**src/hw/rtl/mamm_pkg.sv**
```systemverilog
// Moving-average moisture mapper: shared types and constants.
// Holds field widths, register indexes, sequencer states and the
// divider request/response and ring request structs. Depends on nothing.
package mamm_pkg;

  localparam int LEVEL_W   = 12;
  localparam int PCT_W     = 15;
  localparam int QUO_W     = 15;
  localparam int DVD_W     = LEVEL_W + QUO_W;
  localparam int CNT_W     = $clog2(QUO_W + 1);
  localparam int CFG_IDX_W = 2;

  localparam logic [PCT_W-1:0]     FULL_SCALE = 15'd25600;
  localparam logic [LEVEL_W-1:0]   DRY_RESET  = 12'd4095;
  localparam logic [LEVEL_W-1:0]   WET_RESET  = 12'd0;

  localparam logic [CFG_IDX_W-1:0] CFG_DRY = 2'd0;
  localparam logic [CFG_IDX_W-1:0] CFG_WET = 2'd1;

  typedef enum logic [2:0] {
    ST_IDLE,
    ST_READ,
    ST_SUM,
    ST_MAP,
    ST_PCT,
    ST_DONE
  } state_t;

  typedef struct packed {
    logic               start;
    logic [DVD_W-1:0]   dividend;
    logic [LEVEL_W-1:0] divisor;
  } div_req_t;

  typedef struct packed {
    logic             busy;
    logic             done;
    logic [QUO_W-1:0] quotient;
  } div_rsp_t;

  typedef struct packed {
    logic               rd_en;
    logic               wr_en;
    logic [LEVEL_W-1:0] wr_data;
  } ring_req_t;

endpackage

```
**src/hw/rtl/mamm_ring.sv**
```systemverilog
// Sample ring: WINDOW-entry memory with its own write slot and fill flag.
// Reads and writes always address the oldest slot; a write advances it.
// Depends on mamm_pkg.
module mamm_ring #(
  parameter int WINDOW = 16
) (
  input  logic                         clk,
  input  logic                         rst_n,
  input  mamm_pkg::ring_req_t          req,
  output logic [mamm_pkg::LEVEL_W-1:0] rd_data
);
  import mamm_pkg::*;

  localparam int SLOT_W = $clog2(WINDOW);
  localparam logic [SLOT_W-1:0] LAST_SLOT = SLOT_W'(WINDOW - 1);

  logic [LEVEL_W-1:0] mem [WINDOW];
  logic [LEVEL_W-1:0] rd_q_r;
  logic               rd_vld_r;
  logic [SLOT_W-1:0]  slot_r;
  logic               full_r;

  always_ff @(posedge clk) begin
    if (!rst_n) begin
      slot_r   <= '0;
      full_r   <= 1'b0;
      rd_vld_r <= 1'b0;
    end else begin
      if (req.rd_en) begin
        rd_vld_r <= full_r;
      end
      if (req.wr_en) begin
        if (slot_r == LAST_SLOT) begin
          slot_r <= '0;
          full_r <= 1'b1;
        end else begin
          slot_r <= slot_r + 1'b1;
        end
      end
    end
  end

  always_ff @(posedge clk) begin
    if (req.wr_en) begin
      mem[slot_r] <= req.wr_data;
    end
    if (req.rd_en) begin
      rd_q_r <= mem[slot_r];
    end
  end

  // never-written slots read as zero
  assign rd_data = rd_vld_r ? rd_q_r : '0;

endmodule

```
**src/hw/rtl/mamm_div.sv**
```systemverilog
// Restoring divider: one quotient bit per cycle.
// The dividend's upper LEVEL_W bits must be below the divisor.
// Depends on mamm_pkg.
module mamm_div (
  input  logic               clk,
  input  logic               rst_n,
  input  mamm_pkg::div_req_t req,
  output mamm_pkg::div_rsp_t rsp
);
  import mamm_pkg::*;

  logic               busy_r;
  logic               done_r;
  logic [CNT_W-1:0]   cnt_r;
  logic [LEVEL_W-1:0] rem_r;
  logic [QUO_W-1:0]   quo_r;
  logic [LEVEL_W-1:0] dsr_r;

  logic [LEVEL_W:0]   trial;
  logic [LEVEL_W:0]   trial_diff;
  logic               fits;

  assign trial      = {rem_r, quo_r[QUO_W-1]};
  assign fits       = trial >= {1'b0, dsr_r};
  assign trial_diff = trial - {1'b0, dsr_r};

  always_ff @(posedge clk) begin
    if (!rst_n) begin
      busy_r <= 1'b0;
      done_r <= 1'b0;
      cnt_r  <= '0;
    end else begin
      done_r <= 1'b0;
      if (req.start) begin
        busy_r <= 1'b1;
        cnt_r  <= CNT_W'(QUO_W);
      end else if (busy_r) begin
        cnt_r <= cnt_r - 1'b1;
        if (cnt_r == CNT_W'(1)) begin
          busy_r <= 1'b0;
          done_r <= 1'b1;
        end
      end
    end
  end

  always_ff @(posedge clk) begin
    if (req.start) begin
      rem_r <= req.dividend[DVD_W-1:QUO_W];
      quo_r <= req.dividend[QUO_W-1:0];
      dsr_r <= req.divisor;
    end else if (busy_r) begin
      rem_r <= fits ? trial_diff[LEVEL_W-1:0] : trial[LEVEL_W-1:0];
      quo_r <= {quo_r[QUO_W-2:0], fits};
    end
  end

  assign rsp.busy     = busy_r;
  assign rsp.done     = done_r;
  assign rsp.quotient = quo_r;

  a_rem_below_dsr: assert property (@(posedge clk) disable iff (!rst_n)
    busy_r && !$past(req.start) |-> rem_r < dsr_r)
    else $error("divider remainder not below divisor");

  a_done_idle: assert property (@(posedge clk) disable iff (!rst_n)
    done_r |-> !busy_r)
    else $error("divider done while busy");

  a_start_busy: assert property (@(posedge clk) disable iff (!rst_n)
    req.start |=> busy_r && cnt_r == CNT_W'(QUO_W))
    else $error("divider did not start");

endmodule

```
**src/hw/rtl/moving_average_moisture_mapper.sv**
```systemverilog
// Moving-average moisture mapper, top level: sequencer, running sum,
// calibration registers and output register.
// Depends on mamm_pkg, mamm_ring and mamm_div.
//
// Input channel: in_valid/in_stall carries one 12-bit sample. The block
// stalls its input while it works on an item.
// Result channel: out_valid/out_stall carries the raw sample, the truncated
// window average and the moisture percentage times 256.
// Configuration: cfg_valid/cfg_ready with cfg_index (0 dry level, 1 wet
// level, others ignored) and cfg_wdata; cfg_ready is always high.
// The window average comes from a reciprocal multiply; one 15-step
// divider forms the interpolated percentage, which is used only when
// the average lies strictly between the calibration levels; at or
// beyond a level the percentage is 0 or full scale with no division.
// The next sample is taken once the result is written out.
// A finished result sits in the output register; the block takes the next
// sample meanwhile and waits before writing its own result only while that
// register is still stalled.
// Reset empties the ring (old entries read as zero), clears the running sum
// and restores dry level 4095 and wet level 0.
module moving_average_moisture_mapper #(
  parameter int WINDOW = 16
) (
  input  logic                             clk,
  input  logic                             rst_n,
  input  logic                             in_valid,
  output logic                             in_stall,
  input  logic [mamm_pkg::LEVEL_W-1:0]     in_sample,
  output logic                             out_valid,
  input  logic                             out_stall,
  output logic [mamm_pkg::LEVEL_W-1:0]     out_raw_sample,
  output logic [mamm_pkg::LEVEL_W-1:0]     out_smoothed_level,
  output logic [mamm_pkg::PCT_W-1:0]       out_moisture_percent,
  input  logic                             cfg_valid,
  output logic                             cfg_ready,
  input  logic [mamm_pkg::CFG_IDX_W-1:0]   cfg_index,
  input  logic [mamm_pkg::LEVEL_W-1:0]     cfg_wdata
);
  import mamm_pkg::*;

  localparam int SUM_W     = $clog2(WINDOW * ((1 << LEVEL_W) - 1) + 1);
  localparam int AVG_SHIFT = SUM_W + $clog2(WINDOW);
  localparam int RECIP_W   = SUM_W + 1;
  localparam int PROD_W    = SUM_W + RECIP_W;
  localparam logic [RECIP_W-1:0] AVG_RECIP =
    RECIP_W'(((1 << AVG_SHIFT) + WINDOW - 1) / WINDOW);

  state_t             state_r, state_nxt;
  logic [SUM_W-1:0]   sum_r, sum_nxt;
  logic [LEVEL_W-1:0] sample_r, sample_nxt;
  logic [LEVEL_W-1:0] avg_r, avg_nxt;
  logic [PCT_W-1:0]   pct_r, pct_nxt;
  logic [LEVEL_W-1:0] dry_r, wet_r;
  logic               out_valid_r, out_valid_nxt;
  logic [LEVEL_W-1:0] out_raw_r, out_raw_nxt;
  logic [LEVEL_W-1:0] out_avg_r, out_avg_nxt;
  logic [PCT_W-1:0]   out_pct_r, out_pct_nxt;

  ring_req_t          ring_req;
  logic [LEVEL_W-1:0] ring_rd_data;
  div_req_t           div_req;
  div_rsp_t           div_rsp;

  logic [LEVEL_W-1:0] dry_gap;
  logic [DVD_W-1:0]   scaled_gap;
  logic [PROD_W-1:0]  avg_prod;

  mamm_ring #(.WINDOW(WINDOW)) u_ring (
    .clk     (clk),
    .rst_n   (rst_n),
    .req     (ring_req),
    .rd_data (ring_rd_data)
  );

  mamm_div u_div (
    .clk   (clk),
    .rst_n (rst_n),
    .req   (div_req),
    .rsp   (div_rsp)
  );

  assign dry_gap    = dry_r - avg_r;
  assign scaled_gap = DVD_W'(dry_gap) * DVD_W'(FULL_SCALE);
  assign avg_prod   = PROD_W'(sum_r) * PROD_W'(AVG_RECIP);

  always_ff @(posedge clk) begin
    if (!rst_n) begin
      state_r     <= ST_IDLE;
      sum_r       <= '0;
      out_valid_r <= 1'b0;
      dry_r       <= DRY_RESET;
      wet_r       <= WET_RESET;
    end else begin
      state_r     <= state_nxt;
      sum_r       <= sum_nxt;
      out_valid_r <= out_valid_nxt;
      if (cfg_valid && cfg_ready) begin
        case (cfg_index)
          CFG_DRY: dry_r <= cfg_wdata;
          CFG_WET: wet_r <= cfg_wdata;
          default: ;
        endcase
      end
    end
  end

  always_ff @(posedge clk) begin
    sample_r  <= sample_nxt;
    avg_r     <= avg_nxt;
    pct_r     <= pct_nxt;
    out_raw_r <= out_raw_nxt;
    out_avg_r <= out_avg_nxt;
    out_pct_r <= out_pct_nxt;
  end

  always_comb begin
    state_nxt        = state_r;
    sum_nxt          = sum_r;
    sample_nxt       = sample_r;
    avg_nxt          = avg_r;
    pct_nxt          = pct_r;
    out_valid_nxt    = out_valid_r && out_stall;
    out_raw_nxt      = out_raw_r;
    out_avg_nxt      = out_avg_r;
    out_pct_nxt      = out_pct_r;
    ring_req         = '0;
    div_req.start    = 1'b0;
    div_req.dividend = scaled_gap;
    div_req.divisor  = dry_r - wet_r;
    case (state_r)
      ST_IDLE: begin
        if (in_valid) begin
          sample_nxt     = in_sample;
          ring_req.rd_en = 1'b1;
          state_nxt      = ST_READ;
        end
      end
      ST_READ: begin
        sum_nxt          = sum_r - SUM_W'(ring_rd_data) + SUM_W'(sample_r);
        ring_req.wr_en   = 1'b1;
        ring_req.wr_data = sample_r;
        state_nxt        = ST_SUM;
      end
      ST_SUM: begin
        avg_nxt   = avg_prod[AVG_SHIFT +: LEVEL_W];
        state_nxt = ST_MAP;
      end
      ST_MAP: begin
        if (avg_r >= dry_r) begin
          pct_nxt   = '0;
          state_nxt = ST_DONE;
        end else if (avg_r <= wet_r) begin
          pct_nxt   = FULL_SCALE;
          state_nxt = ST_DONE;
        end else begin
          div_req.start = 1'b1;
          state_nxt     = ST_PCT;
        end
      end
      ST_PCT: begin
        if (div_rsp.done) begin
          pct_nxt   = div_rsp.quotient;
          state_nxt = ST_DONE;
        end
      end
      ST_DONE: begin
        if (!out_valid_r || !out_stall) begin
          out_valid_nxt = 1'b1;
          out_raw_nxt   = sample_r;
          out_avg_nxt   = avg_r;
          out_pct_nxt   = pct_r;
          state_nxt     = ST_IDLE;
        end
      end
      default: begin
        state_nxt = ST_IDLE;
      end
    endcase
  end

  assign in_stall             = state_r != ST_IDLE;
  assign cfg_ready            = 1'b1;
  assign out_valid            = out_valid_r;
  assign out_raw_sample       = out_raw_r;
  assign out_smoothed_level   = out_avg_r;
  assign out_moisture_percent = out_pct_r;

  a_idle_div_free: assert property (@(posedge clk) disable iff (!rst_n)
    state_r == ST_IDLE |-> !div_rsp.busy)
    else $error("divider busy while sequencer idle");

  a_load_from_done: assert property (@(posedge clk) disable iff (!rst_n)
    out_valid_r && !$past(out_valid_r) |-> $past(state_r == ST_DONE))
    else $error("result loaded outside done state");

  a_pct_range: assert property (@(posedge clk) disable iff (!rst_n)
    out_valid_r |-> out_pct_r <= FULL_SCALE)
    else $error("moisture percentage out of range");

endmodule

```
**config.mk**
```make
export PLATFORM = sky130hd
export DESIGN_NAME = moving_average_moisture_mapper
export DESIGN_NICKNAME = d
export VERILOG_FILES = /design/src/hw/rtl/mamm_pkg.sv /design/src/hw/rtl/mamm_ring.sv /design/src/hw/rtl/mamm_div.sv /design/src/hw/rtl/moving_average_moisture_mapper.sv
export SDC_FILE = /design/constraint.sdc
export NUM_CORES = 1
export LEC_CHECK = 0
export BUFFER_PORTS_ARGS = -buffer_cell sky130_fd_sc_hd__buf_4
export CAP_MARGIN = 20
export CORE_MARGIN = 5
export CORE_UTILIZATION = 35
export CTS_CLUSTER_SIZE = 30
export DETAILED_ROUTE_END_ITERATION = 6
export PLACE_DENSITY = 0.58
export SLEW_MARGIN = 10
export SYNTH_ARGS = -nofsm -noshare
export SYNTH_HDL_FRONTEND = slang
export SYNTH_SLANG_ARGS = --single-unit
```
**constraint.sdc**
```tcl
create_clock -name clk -period 12.5 [get_ports clk]
set_input_delay 3.75 -clock clk [delete_from_list [all_inputs] [get_ports clk]]
set_output_delay 3.75 -clock clk [all_outputs]
set_load 0.01 [all_outputs]
```
### Word-level counts from Yosys, hierarchy flattened

Memory sizes are Yosys's and may differ from the RTL's. A register that Yosys moved wholly into a read port is not among the register bits.
Index checks and enable logic that the tools add are counted.

| storage, ports and cells | value |
|---|---|
| memory bits (writable) | 192 |
| register bits after elaboration | 173 |
| memories | 1 |

Memory list:

| memory | depth | width | read ports | clocked after memory_dff | wr ports | RTL line | text |
|---|---|---|---|---|---|---|---|
| u_ring.mem | 16 | 12 | 1 | 1 | 1 | mamm_ring.sv:17 | `logic [LEVEL_W-1:0] mem [WINDOW];` |

| cells by class | value |
|---|---|
| add/subtract/negate cells | 7 |
| bitwise logic cells | 2 |
| equal/unequal tests | 12 |
| magnitude comparators | 3 |
| reductions and logical operators | 17 |
| $mul | 1 |
| mux-type cells | 33 |

Operators with widths:

| kind | number |
|---|---|
| 15-bit two-way mux | 5 |
| 12-bit two-way mux | 4 |
| 12-bit subtractor | 3 |
| 15-bit one-hot mux with 2 select lines | 1 |
| 3-bit one-hot mux with 6 select lines | 1 |
| 12-bit by 5-bit multiplier with 17-bit output (second input constant) | 1 |
| 16-bit by 12-bit adder with 16-bit output | 1 |
| 16-bit by 12-bit subtractor with 16-bit output | 1 |
| 1-bit two-way mux | 15 |
| 13-bit by 12-bit greater-or-equal comparator with 1-bit output | 1 |
| 13-bit two-way mux | 1 |
| 12-bit greater-or-equal comparator | 1 |
| 12-bit <= comparator | 1 |
| 4-bit two-way mux | 3 |
| 2-bit AND reduction | 5 |
| 3-bit two-way mux | 3 |
| 3-bit by 2-bit == test with 1-bit output (second input constant) | 2 |
| 3-bit == test (second input constant) | 2 |
| 3-bit AND reduction | 2 |
| 4-bit by 1-bit adder with 4-bit output (second input constant) | 1 |
| 4-bit by 1-bit == test with 1-bit output (second input constant) | 1 |
| 4-bit == test (second input constant) | 1 |
| 2-bit inequality test (second input constant) | 2 |
| 2-bit nonzero test | 2 |
| 13 further kinds | 15 |

### Logic depth before layout (Yosys ltp)

| logic depth | value |
|---|---|
| word-level depth | 5 |
| mapped depth | 22 |

### By module

From an unflattened synthesis, not the netlist that was laid out.

| second synthesis, totals | value |
|---|---|
| cells, all modules | 1,394 |
| area, all modules | 18,527.8 µm² |

Modules (own cells, without submodules):

| module | area an instance (µm²) | times used | seq. area each (µm²) | cells an instance |
|---|---|---|---|---|
| mamm_ring | 8,114.0 | 1 | 6,246.0 | 375 |
| moving_average_moisture_mapper | 7,818.7 | 1 | 3,223.1 | 791 |
| mamm_div | 2,595.0 | 1 | 1,291.2 | 228 |

### Worst setup path after synthesis

OpenSTA, ideal clock, no wires.

| timing path | value |
|---|---|
| kind | input -> register |
| from | input port out_stall |
| to | register out_pct_r[0], in the netlist out_moisture_percent[0] (enable) |
| stages on the path | 1 |
| arrival time | 5.632 ns |
| path slack | 6.420 ns |
| data required time | 12.052 ns |
| cells stage by stage | a21oi_1 |

| on the way | value |
|---|---|
| longest elaborated chain between the ends | 3 |

Ends and longest elaborated chain:

| element | RTL line | text |
|---|---|---|
| start: declaration | moving_average_moisture_mapper.sv:30 | `input logic out_stall,` |
| 1-bit logical NOT | moving_average_moisture_mapper.sv:167 | `if (!out_valid_r \|\| !out_stall) begin` |
| 1-bit logical OR | moving_average_moisture_mapper.sv:167 |  |
| 2-bit AND reduction (no source line) | - |  |
| end signal: assignment | moving_average_moisture_mapper.sv:113 | `out_pct_r <= out_pct_nxt;` |
| end: declaration | moving_average_moisture_mapper.sv:57 | `logic [PCT_W-1:0] out_pct_r, out_pct_nxt;` |

Every way passes these cells.
A chain may end at the register's enable or synchronous reset.

### Worst setup path in the final report

| timing path | value |
|---|---|
| from | register state_r[2] |
| to | output port in_stall |

| on the way | value |
|---|---|
| longest elaborated chain between the ends | 1 |

Ends and longest elaborated chain:

| element | RTL line | text |
|---|---|---|
| start: declaration | moving_average_moisture_mapper.sv:48 | `state_t state_r, state_nxt;` |
| start signal: assignment | moving_average_moisture_mapper.sv:94 | `state_r <= state_nxt;` |
| 3-bit nonzero test | moving_average_moisture_mapper.sv:181 | `assign in_stall = state_r != ST_IDLE;` |
| end: declaration | moving_average_moisture_mapper.sv:27 | `output logic in_stall,` |

Every way passes these cells.

==> impl_metrics.env <==
export IMPL_outcome="finished, final reports clean"
export IMPL_min_to="out_moisture_percent[11]"
export IMPL_synthArstFlopShare_pct=0
export IMPL_cts_hold_buf=0
export IMPL_tightestPinTransition_ps=1020
export IMPL_synth_edff_count=311
export IMPL_first_pass_iters=5
export IMPL_coreArea_mm2=0.0513
export IMPL_r2r_end="u_div.rem_r[11]"
export IMPL_netlist_cell_type_count=66
export IMPL_period_share_pct=43.2
export IMPL_cap_violations=0
export IMPL_path_class="register to primary output"
export IMPL_final_nets=1604
export IMPL_fillers=4798
export IMPL_cts_setup_buffers=0
export IMPL_cp_required_ps=8750
export IMPL_finalSetupTns_ps=0
export IMPL_worstSetupEndpointType="primary output"
export IMPL_max_vdd_ir_drop_mv=0.0843
export IMPL_wl_per_cell_um=18.5
export IMPL_cts_max_level=2
export IMPL_setup_viol_count_final=0
export IMPL_grtUsageTotal_pct=14.0
export IMPL_boundaryPins=73
export IMPL_relSlewSlack_pct=31.5
export IMPL_rsz0062_at_grt="no"
export IMPL_grt_pass1_wl_um=62300
export IMPL_portBuffers=71
export IMPL_reg2reg_slack_ps=7370
export IMPL_num_vias=10600
export IMPL_ff2ff_path_depth=21
export IMPL_ant_nets=0
export IMPL_synth_cell_area_mm2=0.0181
export IMPL_critical_path_buf_inv_count=1
export IMPL_drt_iter0_markers=602
export IMPL_gp_congestion=0.806
export IMPL_clock_path_buffers=3
export IMPL_period_needed_ps=5400
export IMPL_vias_per_cell=4.94
export IMPL_clock_root_buffer="clkbuf_16"
export IMPL_synth_seq_cells=377
export IMPL_slew_violations=0
export IMPL_die_width_um=238
export IMPL_critical_path_slowest_cell="or3_1"
export IMPL_num_antenna_cells=0
export IMPL_gr_total_overflow=0
export IMPL_synth_ff_type="edfxtp_1"
export IMPL_multiInputGateArea_mm2=0.00683
export IMPL_yosysWarnings=0
export IMPL_cts_tree="built"
export IMPL_cts_repair_resized=0
export IMPL_powerDensity_mw_per_mm2=179
export IMPL_drive_above_1_share_pct=16.5
export IMPL_syn_to_final_growth_pct=15.1
export IMPL_cts_sinks=377
export IMPL_grt_max_degree=54
export IMPL_cts_made_buffers=40
export IMPL_yosys_top_cells_area="edfxtp_1 (52%), ha_1 (7.6%), mux4_2 (7.5%)"
export IMPL_grt_pass1_vias=10900
export IMPL_regArea_mm2=0.0107
export IMPL_worstSetupStartpointType="register"
export IMPL_crit_family="simple AND/OR/NAND/NOR gates"
export IMPL_synth_largest_area_cell="edfxtp_1"
export IMPL_dpl_cell_count=2076
export IMPL_p_leak_uw=0.00782
export IMPL_syn_nets=1514
export IMPL_hold_viol_final=0
export IMPL_fin_skew_ps=17.5
export IMPL_clk_latency_ps=570
export IMPL_fmax_mhz=185
export IMPL_dp_hpwl_um=27400
export IMPL_drc=0
export IMPL_dieArea_mm2=0.0564
export IMPL_crit_arrival_ps=1650
export IMPL_syn_instance_count=1352
export IMPL_clkTransAtPathRegs_ps=60
export IMPL_r2r_start="avg_r[1]"
export IMPL_core_rowCount=83
export IMPL_routed_wl_um=39800
export IMPL_min_path_type="register to register"
export IMPL_crit_chain="or3_1, buf_4"
export IMPL_antenna_found_initial=0
export IMPL_critical_path_max_stage_delay_ps=510
export IMPL_synth_top_area_share_pct=51.5
export IMPL_start_util_pct=35.3
export IMPL_whs_path_depth=0
export IMPL_layout_cells_non_filler=2153
export IMPL_seq_area_frac_synth_pct=58.8
export IMPL_crit_fanout=9
export IMPL_syn_area_per_cell_um2=13.4
export IMPL_die_h_um=238
export IMPL_min_delay_start="pct_r[11]"
[through the flow]
step / area [um^2] / power [uW] / util [%] / hold WS (ps) / setup slack [ps]
2_1_floorplan: 18100 / 2360 / - / 400 / 6420
3_3_place_gp: 19500 / 2590 / 38.1 / 407 / 7350
3_5_place_dp: 19500 / 2600 / 38.1 / 405 / 7330
4_1_cts: 20800 / 3780 / 40.6 / 418 / 7050
5_1_grt: 20900 / 3980 / 40.7 / 422 / 7010
6_report: 20900 / 3740 / 40.7 / 416 / 7100
[Yosys cell counts (17+ instances only)]
| library cell | instances |
|---|---|
| a21oi_1 | 52 |
| and2_1 | 27 |
| clkbuf_1 | 27 |
| dfxtp_1 | 66 |
| edfxtp_1 | 311 |
| fa_1 | 21 |
| ha_1 | 110 |
| inv_1 | 140 |
| mux2i_1 | 41 |
| mux4_2 | 60 |
| nand2_1 | 78 |
| nand3_1 | 27 |
| nor2_1 | 103 |
| nor2b_1 | 17 |
| nor3_1 | 24 |
| o21ai_0 | 42 |
| xnor2_1 | 30 |
| xor2_1 | 25 |
[worst reg2reg max path: cells and delay by family (launching register included)]
kind / cells / cell delay [ps]
buffers and inverters: 3 / 220
DFF: 1 / 420
xor gates and xnor gates: 2 / 270
adders and majority gates: 5 / 1590
muxes: 1 / 260
and+or+nand+nor: 4 / 760
AOI/OAI and AO/OA: 6 / 1380
[how the worst max path moves through the flow]
stage                from                       to  slack (ps)  cells after the start
2_1_floorplan   out_stall  out_moisture_percent[0]        6420                      1
3_3_place_gp    out_stall   out_smoothed_level[11]        7350                      3
3_5_place_dp    out_stall   out_smoothed_level[11]        7330                      3
4_1_cts        state_r[2]                 in_stall        7050                      2
5_1_grt        state_r[2]                 in_stall        7010                      2
6_report       state_r[2]                 in_stall        7100                      2
[layout make-up]
class | count | area share [%]
sequential | 377 | 51.1
inverter | 141 | 2.54
multi-input combinational | 791 | 32.7
clock buffer | 46 | 5.01
timing repair buffer | 91 | 3.39
clock inverter | 27 | 1.13
tap | 680 | 4.08
[report_power, final]
| group | internal, uW | switching (uW) | total [uW] |
|---|---|---|---|
| logic | 482 | 614 | 1100 |
| clock network | 653 | 508 | 1160 |
| registers | 1450 | 37.7 | 1480 |
[state kept, by name, indices dropped and copies added (netlist names)]
name,count
out_valid,1
avg_r,12
u_ring.full_r,1
u_div.cnt_r,4
pct_r,15
u_div.dsr_r,12
out_moisture_percent,15
u_ring.rd_vld_r,1
out_raw_sample,12
u_div.busy_r,1
u_ring.rd_q_r,12
u_div.rem_r,12
u_ring.slot_r,4
out_smoothed_level,12
state_r,3
u_ring.mem,192
u_div.quo_r,15
wet_r,12
sum_r,16
u_div.done_r,1
dry_r,12
sample_r,12
[metal layers]
metal	vias to the layer above	wire length, um	GRT usage, %
met5	-	0	0
met3	60	1680	2.84
met1	5264	17100	17.7
li1	5103	-	-
met4	0	844	3.50
met2	212	20200	24.8
[placed cells by master (no fill, tap or decap), types with 11 or more instances in the layout]
master	n
inv_1	140
mux2i_1	41
nand3_1	27
fa_1	21
xor2_1	25
mux4_2	60
ha_1	110
a21oi_1	51
dfxtp_1	64
o21ai_0	42
nor2b_1	17
a211oi_1	12
xnor2_1	30
and2_1	27
edfxtp_1	311
buf_4	89
clkinv_1	11
clkbuf_16	41
nand2_1	78
nor3_1	20
a21o_1	14
nor2_1	94
[cell families (layout without fill, tap and decap cells)]
logic type                 after synthesis  after routing  synth area share [%]
adders and majority gates              131            131                  9.92
xor gates and xnor gates                55             55                  2.66
other                                    1              1                0.0207
muxes                                  106            106                  10.1
AOI/OAI and AO/OA                      176            176                  6.15
DFF                                    377            377                  58.8
buffers and inverters                  184            305                  3.92
and+or+nand+nor                        322            322                  8.43
Note: power is estimated with default switching activity, not from simulation.
